===== config.mk =====
export PLATFORM = sky130hd
export DESIGN_NAME = lcmlt_ram
export DESIGN_NICKNAME = d
export VERILOG_FILES = /design/src/hdl/lcmlt_ram.sv
export SDC_FILE = /design/constraint.sdc
export NUM_CORES = 1
export LEC_CHECK = 0
export ABC_CLOCK_PERIOD_IN_PS = 1300
export BUFFER_PORTS_ARGS = -buffer_cell sky130_fd_sc_hd__buf_2
export CORE_ASPECT_RATIO = 1.4
export CORE_MARGIN = 4
export CORE_UTILIZATION = 25
export CTS_CLUSTER_DIAMETER = 80
export DETAILED_ROUTE_END_ITERATION = 12
export GPL_TIMING_DRIVEN = 0
export PLACE_DENSITY = 0.52
export SYNTH_ARGS = -nofsm -noshare
export SYNTH_HDL_FRONTEND = slang
export SYNTH_SLANG_ARGS = --single-unit

===== constraint.sdc =====
create_clock -name clk -period 1.3 [get_ports clk]
set_clock_uncertainty 0.2 [all_clocks]
set_input_delay 0.13 -clock clk [delete_from_list [all_inputs] [get_ports clk]]
set_output_delay 0.13 -clock clk [all_outputs]
set_load 0.01 [all_outputs]

===== src/hdl/lcmlt_ram.sv =====
// Single-port node memory with registered read data.
`timescale 1ns / 1ps
module lcmlt_ram #(
	parameter int AW = 1,
	parameter int DW = 8
) (
	input  logic          clk,
	input  logic          we,
	input  logic [AW-1:0] addr,
	input  logic [DW-1:0] wdata,
	output logic [DW-1:0] rdata
);
	logic [DW-1:0] mem [2**AW];
	logic [DW-1:0] rdata_q;

	always_ff @(posedge clk) begin
		rdata_q <= mem[addr];
		if (we) begin
			mem[addr] <= wdata;
		end
	end

	assign rdata = rdata_q;
endmodule


==> results of run 1 <==
## area by class of cell
class                   count  area, um^2
fillers                   307        1890
flip-flops and latches     24         641
repair buffers             25         165
multi-input cells          10         136
well taps                  37        46.3
clock buffers               3        41.3
plain buffers               1        11.3
clock inverters             1        3.75
## what timing repair did
item	4_1_cts	5_1_grt
endpoints found under the hold margin	16	0
hold buffers	8	0
endpoints found under the setup margin	0	0
resized for setup	0	0
## how the worst max path moves through the flow
stage,startpoint,to,slack [ps],depth (start not counted)
floorplan,addr,mem[0][0]$_DFFE_PP_,240,2
global placement,addr,mem[0][0]$_DFFE_PP_,170,2
detailed placement,addr,mem[0][1]$_DFFE_PP_,160,2
CTS,rdata[5]$_DFF_P_,rdata[5],260,1
global route,rdata[0]$_DFF_P_,rdata[0],220,1
finish,rdata[5]$_DFF_P_,rdata[5],280,1
## kinds of logic after synthesis
kind of cell | after synthesis | synth area share
AND/OR/NAND/NOR | 2 | 0.0206
buffers and inverters | 1 | 0.0143
multiplexers | 8 | 0.152
flip-flops | 24 | 0.813
## metrics by stage
stage               cells  setup slack [ps]  hold WS (ps)  instance area [um^2]
floorplan              35               245          28.9                   788
global placement       89               167           119                   920
detailed placement     89               159           121                   920
CTS                   101               258         0.707                  1040
global route          101               220          6.17                  1040
finish                101               279          1.65                  1040
## flip-flops by register name, indices dropped and copies added, names as in the netlist
register and flops:
mem 16, rdata 8
## cell usage in the layout (no fill, tap or decap)
cell type	n
buf_2	17
dfxtp_1	8
and2b_2	1
and2_2	1
mux2_4	8
buf_6	1
clkbuf_8	3
edfxtp_1	16
clkinv_1	1
dlygate4sd3_1	8
## layer usage
layer / up-vias / routed length (um) / global-route usage
met5: - / 0 / 0
met4: 0 / 10 / 0.0324
met3: 2 / 77 / 0.0208
met2: 12 / 556 / 0.0987
met1: 169 / 438 / 0.0600
li1: 187 / - / -
## power by group
group          switching, mW  internal, mW
Clock                  0.207         0.210
Sequential            0.0120         0.873
Combinational         0.0500        0.0786
==> flow_summary.json, run 1 <==
{
  "status": "complete, no violations",
  "synth-async-reset-ratio": 0,
  "routabilityCongestion": 0.613,
  "clock_path_buffers": 2,
  "cts_tree": "built",
  "critical_path.top_delay_family": "flip-flops",
  "cp.required_ps": 970,
  "dieArea_mm2": 0.00413,
  "initial_core_util": 0.269,
  "grt_pass1_wl_um": 1750,
  "crit_arrival_ps": 690,
  "cts_sinks": 24,
  "portBuffers": 17,
  "synth-seq-cells": 24,
  "synth_edf_count": 16,
  "ant_nets": 0,
  "areaGrowthSynthToFinish_pct": 32.5,
  "fin_crit_sh": 0.785,
  "hold_path_depth": 2,
  "grt_max_degree": 14,
  "drv_cap": 0,
  "endpoint_kind": "primary output",
  "io_pins": 19,
  "final_core_util": 0.356,
  "coreArea_mm2": 0.00294,
  "max_stage_delay_ps": 310,
  "rows": 23,
  "cts_setup_buffers": 0,
  "die_h_um": 74.4,
  "yosys.cell_types.count": 6,
  "drtIter0Drc": 7,
  "hold_violations": 0,
  "synth-seq-area-share": 0.813,
  "yosysTopAreaCell": "edfxtp_1",
  "grt_usage": 0.0569,
  "clk_latency_ps": 260,
  "netlist_top_cells_count": "16 x edfxtp_1, 8 x dfxtp_1, 8 x mux2_4",
  "netlist_instances": 35,
  "fin_setup_tns_ps": 0,
  "n_antenna_cell": 0,
  "die_w_um": 55.5,
  "layout.nets": 76,
  "hold_path_end": "rdata[4]$_DFF_P_",
  "cellPowerDensity_mw_per_mm2": 1370,
  "syn_nets": 46,
  "ir_drop_mv": 0.570,
  "fmax_ghz": 0.979,
  "cts-buffers-inserted": 3,
  "r2r-end": "rdata[0]$_DFF_P_",
  "setup.worst_path.class": "reg -> out",
  "routed_wl_um": 1080,
  "drt-wirelength-per-cell_um": 10.7,
  "r2r_start": "mem[0][0]$_DFFE_PP_",
  "fin_crit_ps": 1020,
  "drive_above_1_share": 0.484,
  "p_leak_nw": 0.421,
  "path_max_fanout": 1,
  "ys.flop_type": "edfxtp_1",
  "first_pass_iters": 3,
  "grt_pass1_vias": 391,
  "critPathBufInv": 1,
  "vias": 370,
  "synth_most_common_cell": "edfxtp_1",
  "antenna_found_initial": 0,
  "slowest_stage": "dfxtp_1",
  "cts_max_level": 1,
  "syn_area_per_cell_um2": 22.5,
  "critPathLaunchType": "flop",
  "drv_slew": 0,
  "drc": 0,
  "setup_viol": 0,
  "post-synth-top-area-fraction": 0.610,
  "crit_path_cell_trace": "buf_2",
  "syn_area_um2": 788,
  "path_clk_slew_ps": 80,
  "r2r_slack_ps": 350,
  "rr_worst_depth": 1,
  "clockRootBuffer": "clkbuf_8",
  "viasPerCell": 3.66,
  "hp-start": "addr",
  "rsz0062_at_grt": "false",
  "gr-total-overflow": 0,
  "netlist_top_cells_area": "edfxtp_1 61%, dfxtp_1 20%, mux2_4 15%",
  "totalPowerFinal_mw": 1.43,
  "tightestPinTransition_ps": 209,
  "hp-class": "in -> reg",
  "relSlewSlack": 0.860,
  "yosysWarnings": 0
}
Power figures use the tool's default switching activity.
==> run 2: changes to the inputs <==
--- a/config.mk
+++ b/config.mk
@@ -5,7 +5,8 @@
 export SDC_FILE = /design/constraint.sdc
 export NUM_CORES = 1
 export LEC_CHECK = 0
-export ABC_CLOCK_PERIOD_IN_PS = 1300
+export ABC_AREA = 1
+export ABC_CLOCK_PERIOD_IN_PS = 900
 export BUFFER_PORTS_ARGS = -buffer_cell sky130_fd_sc_hd__buf_2
 export CORE_ASPECT_RATIO = 1.4
 export CORE_MARGIN = 4
@@ -13,7 +14,7 @@
 export CTS_CLUSTER_DIAMETER = 80
 export DETAILED_ROUTE_END_ITERATION = 12
 export GPL_TIMING_DRIVEN = 0
-export PLACE_DENSITY = 0.52
+export PLACE_DENSITY = 0.54
 export SYNTH_ARGS = -nofsm -noshare
 export SYNTH_HDL_FRONTEND = slang
 export SYNTH_SLANG_ARGS = --single-unit
==> constraint.sdc (replaced) <==
create_clock -name clk -period 0.9 [get_ports clk]
set_clock_uncertainty 0.2 [all_clocks]
set_input_delay 0.09 -clock clk [delete_from_list [all_inputs] [get_ports clk]]
set_output_delay 0.09 -clock clk [all_outputs]
set_load 0.01 [all_outputs]
==> run 2 against run 1 <==
  * The flow now finishes with violations (hold timing, setup timing)
  * Final cell count grew 12%
  * Routed wire length increased by 12%
  * Count of clock-buffer cells in the layout is the same
  * Die area down 3.5%
  * Sequential power rose by 46%
  * Critical endpoint is now rdata[4]
==> flow_summary.json, run 2 <==
{
  "grt_usage": 0.0701,
  "relSlewSlack": 0.812,
  "synth_edf_count": 16,
  "synth-seq-area-share": 0.846,
  "critPathLaunchType": "flop",
  "dieArea_mm2": 0.00398,
  "crit_path_cell_trace": "buf_2",
  "coreArea_mm2": 0.00288,
  "final_cell_mix": "25 x nand2_1, 16 x edfxtp_1, 14 x buf_2, 5 x buf_6",
  "rr_worst_depth": 2,
  "cts-buffers-inserted": 3,
  "cellPowerDensity_mw_per_mm2": 2090,
  "slowest_stage": "dfxtp_1",
  "r2r_slack_ps": 100,
  "cts_tree": "built",
  "die_h_um": 73.1,
  "critPathLaunch": "rdata[4]$_DFF_P_",
  "grt_max_degree": 14,
  "fin_crit_sh": 1.10,
  "drv_cap": 0,
  "setup_viol": 8,
  "largest_reg_flops": 16,
  "final_core_util": 0.340,
  "synth_most_common_cell": "nand2_1",
  "netlist_top_cells_area": "edfxtp_1 63%, dfxtp_1 21%, nand2_1 12%",
  "gr-total-overflow": 0,
  "syn_area_per_cell_um2": 14.0,
  "crit_arrival_ps": 700,
  "synth-compound-area-share": 0,
  "fmax_ghz": 1.01,
  "netlist_top_cells_count": "25 x nand2_1, 16 x edfxtp_1, 8 x dfxtp_1",
  "drtIter0Drc": 4,
  "synth_xor_area_frac": 0,
  "syn_nets": 65,
  "hp-start": "wdata[2]",
  "post-dp-hpwl_um": 850,
  "r2r-end": "rdata[6]$_DFF_P_",
  "hold_path_depth": 1,
  "status": "complete, but fails checks",
  "endpoint_kind": "primary output",
  "yosysWarnings": 0,
  "routabilityCongestion": 0.638,
  "tightestPinTransition_ps": 281,
  "routed_wl_um": 1210,
  "areaGrowthSynthToFinish_pct": 29.4,
  "die_w_um": 54.5,
  "ir_drop_mv": 0.748,
  "drt-wirelength-per-cell_um": 10.7,
  "r2r_start": "mem[0][6]$_DFFE_PP_",
  "yosys.cell_types.count": 6,
  "p_leak_nw": 0.419,
  "antenna_found_initial": 0,
  "grt_pass1_vias": 445,
  "critical_path.top_delay_family": "flip-flops",
  "cts_max_level": 1,
  "hold_path_end": "mem[0][2]$_DFFE_PP_",
  "syn_area_um2": 757,
  "critPathBufInv": 1,
  "initial_core_util": 0.263,
  "yosysTopAreaCell": "edfxtp_1",
  "cp.required_ps": 610,
  "placed_cell_area_um2": 905,
  "setup.worst_path.class": "reg -> out",
  "hp-class": "in -> reg",
  "grt_pass1_wl_um": 1860,
  "synth-seq-cells": 24,
  "vias": 437,
  "fin_setup_tns_ps": -613,
  "final_common_cell": "nand2_1",
  "synth_fa_ha_area_frac": 0,
  "drc": 0,
  "clk_latency_ps": 260,
  "synth_top_family_by_area": "simple AND/OR/NAND/NOR gates",
  "totalPowerFinal_mw": 2.05,
  "rows": 23,
  "fin_area_um2": 980,
  "hold_violations": 19,
  "nFillCells": 303,
  "rsz0062_at_grt": "true",
  "portBuffers": 18,
  "cts_sinks": 24,
  "clock_path_buffers": 2,
  "cp.depth": 1,
  "io_pins": 19,
  "muxShareOfSynthArea": 0,
  "netlist_instances": 54,
  "first_pass_iters": 2,
  "clockRootBuffer": "clkbuf_8",
  "fin_crit_ps": 986,
  "post-synth-top-area-fraction": 0.635,
  "drive_above_1_share": 0.368,
  "hold_slack_ps": -184,
  "failed_checks": "hold timing, setup timing",
  "synth-async-reset-ratio": 0,
  "path_clk_slew_ps": 80,
  "worst_slack_ps": -85.5,
  "ys.flop_type": "edfxtp_1",
  "ant_nets": 0,
  "n_antenna_cell": 0,
  "top_register": "mem",
  "place_ws_ps": -218,
  "drv_slew": 0,
  "max_stage_delay_ps": 310,
  "viasPerCell": 3.87,
  "path_max_fanout": 1,
  "layout.nets": 88,
  "synth-simple-area-share": 0.129
}
run 2: where the power goes:
part | internal [mW] | switching, mW | leakage (nW) | total, mW
Clock | 0.304 | 0.301 | 0.0231 | 0.605
Combinational | 0.0757 | 0.0867 | 0.178 | 0.162
Sequential | 1.26 | 0.0211 | 0.218 | 1.29
run 2: logic make-up (layout without fill, tap and decap cells):
kind of cell | count (synthesis) | after routing
buffers and inverters | 4 | 26
flip-flops | 24 | 24
AND/OR/NAND/NOR | 26 | 26
run 2: repair_timing:
item | in CTS | in global routing
endpoints found under the setup margin | 8 | 8
cloned | 0 | 0
hold endpoints to repair | 21 | 16
buffers inserted | 0 | 0
resized for setup | 0 | 8
run 2: cell type report:
cell class	count	area, um^2	share of cell area
flip-flops and latches	24	646	0.659
repair buffers	18	115	0.117
multi-input cells	26	105	0.107
well taps	37	46.3	0.0473
clock buffers	3	41.3	0.0421
plain buffers	1	11.3	0.0115
inverters	3	11.3	0.0115
clock inverters	1	3.75	0.00383
run 2: through the flow:
stage | std cells | hold slack, ps
final | 113 | -184
after detailed placement | 109 | 83.0
after global placement | 109 | 80.0
after floorplan | 54 | -11.1
after CTS | 113 | -190
after global routing | 113 | -198
run 2: worst max path at each step:
stage | to | slack [ps]
final | rdata[4] | -90
after global routing | rdata[4] | -120
after CTS | rdata[4] | -100
after detailed placement | mem[0][5]$_DFFE_PP_ | -220
after global placement | mem[0][2]$_DFFE_PP_ | -190
after floorplan | mem[0][0]$_DFFE_PP_ | 10
run 2: metal layers:
layer	wire length, um	share of wire	track usage	vias to the layer above
met5	0	0	0	-
met4	45	0.037	0.0582	0
met3	92	0.076	0.0225	5
met2	642	0.53	0.120	15
met1	428	0.35	0.0634	200
li1	-	-	-	217
==> run 3: changes to the inputs <==
--- a/config.mk
+++ b/config.mk
@@ -8,7 +8,7 @@
 export ABC_AREA = 1
 export ABC_CLOCK_PERIOD_IN_PS = 900
 export BUFFER_PORTS_ARGS = -buffer_cell sky130_fd_sc_hd__buf_2
-export CORE_ASPECT_RATIO = 1.4
+export CORE_ASPECT_RATIO = 0.5
 export CORE_MARGIN = 4
 export CORE_UTILIZATION = 25
 export CTS_CLUSTER_DIAMETER = 80
==> run 3 against run 2 <==
  * The flow still finishes with violations (hold timing, setup timing)
  * Hold slack improved by 1.6 ps
  * Worst setup slack improved by 0.77 ps
  * Routed wire length decreased by 0.91%
  * Global-route usage decreased by 0.74 points
  * Maximum frequency about the same
  * Combinational power decreased by 9%
  * Clock power increased by 1%
  * Count of clock-buffer cells in the layout unchanged
  * Register-to-register slack about the same
  * Largest power group unchanged
==> flow_summary.json, run 3 (synthesized netlist as in run 2, its figures left out) <==
{
  "status": "complete, but fails checks",
  "failed_checks": "hold timing, setup timing",
  "crit_arrival_ps": 690,
  "rows": 13,
  "cts_setup_buffers": 0,
  "r2r_start": "mem[0][2]$_DFFE_PP_",
  "critical_path.top_delay_family": "flip-flops",
  "worst_slack_ps": -84.8,
  "place_ws_ps": -180,
  "cts_tree": "built",
  "rr_worst_depth": 2,
  "relSlewSlack": 0.841,
  "grt_pass1_vias": 417,
  "ant_nets": 0,
  "max_stage_delay_ps": 320,
  "grt_max_degree": 14,
  "clockRootBuffer": "clkbuf_8",
  "final_cell_mix": "25 x nand2_1, 17 x buf_2, 16 x edfxtp_1, 7 x dfxtp_1, 3 x clkbuf_8",
  "cellPowerDensity_mw_per_mm2": 2130,
  "ir_drop_mv": 0.534,
  "initial_core_util": 0.277,
  "grt_pass1_wl_um": 1790,
  "r2r_slack_ps": 90,
  "hp-class": "in -> reg",
  "io_pins": 19,
  "endpoint_kind": "primary output",
  "rsz0062_at_grt": "true",
  "cts_sinks": 24,
  "drv_cap": 0,
  "grt_usage": 0.0626,
  "routabilityCongestion": 0.597,
  "fin_crit_sh": 1.09,
  "die_w_um": 85.8,
  "drc": 0,
  "nFillCells": 273,
  "clock_path_buffers": 2,
  "hold_path_depth": 1,
  "p_leak_nw": 0.413,
  "layout.nets": 88,
  "cts-buffers-inserted": 3,
  "drt-wirelength-per-cell_um": 10.6,
  "hold_slack_ps": -182,
  "slowest_stage": "dfxtp_2",
  "post-dp-hpwl_um": 897,
  "first_pass_iters": 2,
  "cts_max_level": 1,
  "critPathBufInv": 1,
  "cp.required_ps": 610,
  "hold_path_end": "mem[0][5]$_DFFE_PP_",
  "routed_wl_um": 1200,
  "hp-start": "wdata[5]",
  "die_h_um": 46.9,
  "gr-total-overflow": 0,
  "drtIter0Drc": 19,
  "largest_reg_flops": 16,
  "antenna_found_initial": 0,
  "top_register": "mem",
  "drive_above_1_share": 0.329,
  "path_clk_slew_ps": 80,
  "viasPerCell": 3.70,
  "fmax_ghz": 1.02,
  "vias": 418,
  "final_common_cell": "nand2_1",
  "clk_latency_ps": 260,
  "setup.worst_path.class": "reg -> out",
  "drv_slew": 0,
  "portBuffers": 18,
  "placed_cell_area_um2": 905,
  "fin_crit_ps": 985,
  "tightestPinTransition_ps": 239,
  "hold_violations": 19,
  "crit_path_cell_trace": "buf_6",
  "dieArea_mm2": 0.00403,
  "critPathLaunchType": "flop",
  "areaGrowthSynthToFinish_pct": 26.4,
  "setup_viol": 8,
  "path_max_fanout": 1,
  "r2r-end": "rdata[2]$_DFF_P_",
  "coreArea_mm2": 0.00273,
  "fin_area_um2": 957,
  "n_antenna_cell": 0
}
-- run 3: cell counts in the layout (fill, tap and decap cells not counted) --
No cell type changed its count.
-- run 3: how the worst max path moves through the flow --
stage	from	endpoint	slack, ps	depth (start not counted)
floorplan	addr	mem[0][0]$_DFFE_PP_	10	2
global placement	addr	mem[0][5]$_DFFE_PP_	-180	3
detailed placement	addr	mem[0][0]$_DFFE_PP_	-180	3
CTS	rdata[2]$_DFF_P_	rdata[2]	-100	1
global route	rdata[6]$_DFF_P_	rdata[6]	-110	1
finish	rdata[2]$_DFF_P_	rdata[2]	-80	1
-- run 3: routing by layer --
metal / global-route usage / part of all wire
met5: 0 / 0
met4: 0.0473 / 0.018
met3: 0.0280 / 0.052
met2: 0.128 / 0.59
met1: 0.0495 / 0.34
-- run 3: metrics by stage --
stage | instances | util | TNS (ps) | total power, mW | hold slack (ps)
finish | 113 | 0.350 | -597 | 2.04 | -182
global route | 113 | 0.350 | -814 | 2.11 | -194
CTS | 113 | 0.350 | -677 | 2.07 | -188
detailed placement | 109 | 0.331 | -2820 | 1.45 | 84.7
global placement | 109 | 0.331 | -2660 | 1.44 | 78.9
floorplan | 54 | - | 0 | 1.38 | -11.1
-- run 3: layout make-up --
cell class | count | area (um^2) | area share
timing repair buffer | 18 | 96.3 | 0.101
sequential | 24 | 642 | 0.671
multi-input combinational | 26 | 105 | 0.110
clock buffer | 3 | 41.3 | 0.0431
inverter | 3 | 11.3 | 0.0118
clock inverter | 1 | 3.75 | 0.00392
buffer | 1 | 11.3 | 0.0118
tap | 37 | 46.3 | 0.0484
-- run 3: report_power, final --
| part | total (mW) | leakage, nW | internal, mW | switching, mW |
|---|---|---|---|---|
| registers | 1.28 | 0.218 | 1.26 | 0.0201 |
| clock network | 0.613 | 0.0231 | 0.304 | 0.309 |
| logic | 0.147 | 0.172 | 0.0625 | 0.0844 |
| total | 2.04 | 0.413 | 1.63 | 0.413 |
-- run 3: repair_timing --
item                                    CTS  global route
resized for setup                         2             0
endpoints found under the hold margin    20            16
endpoints found under the setup margin    8             8
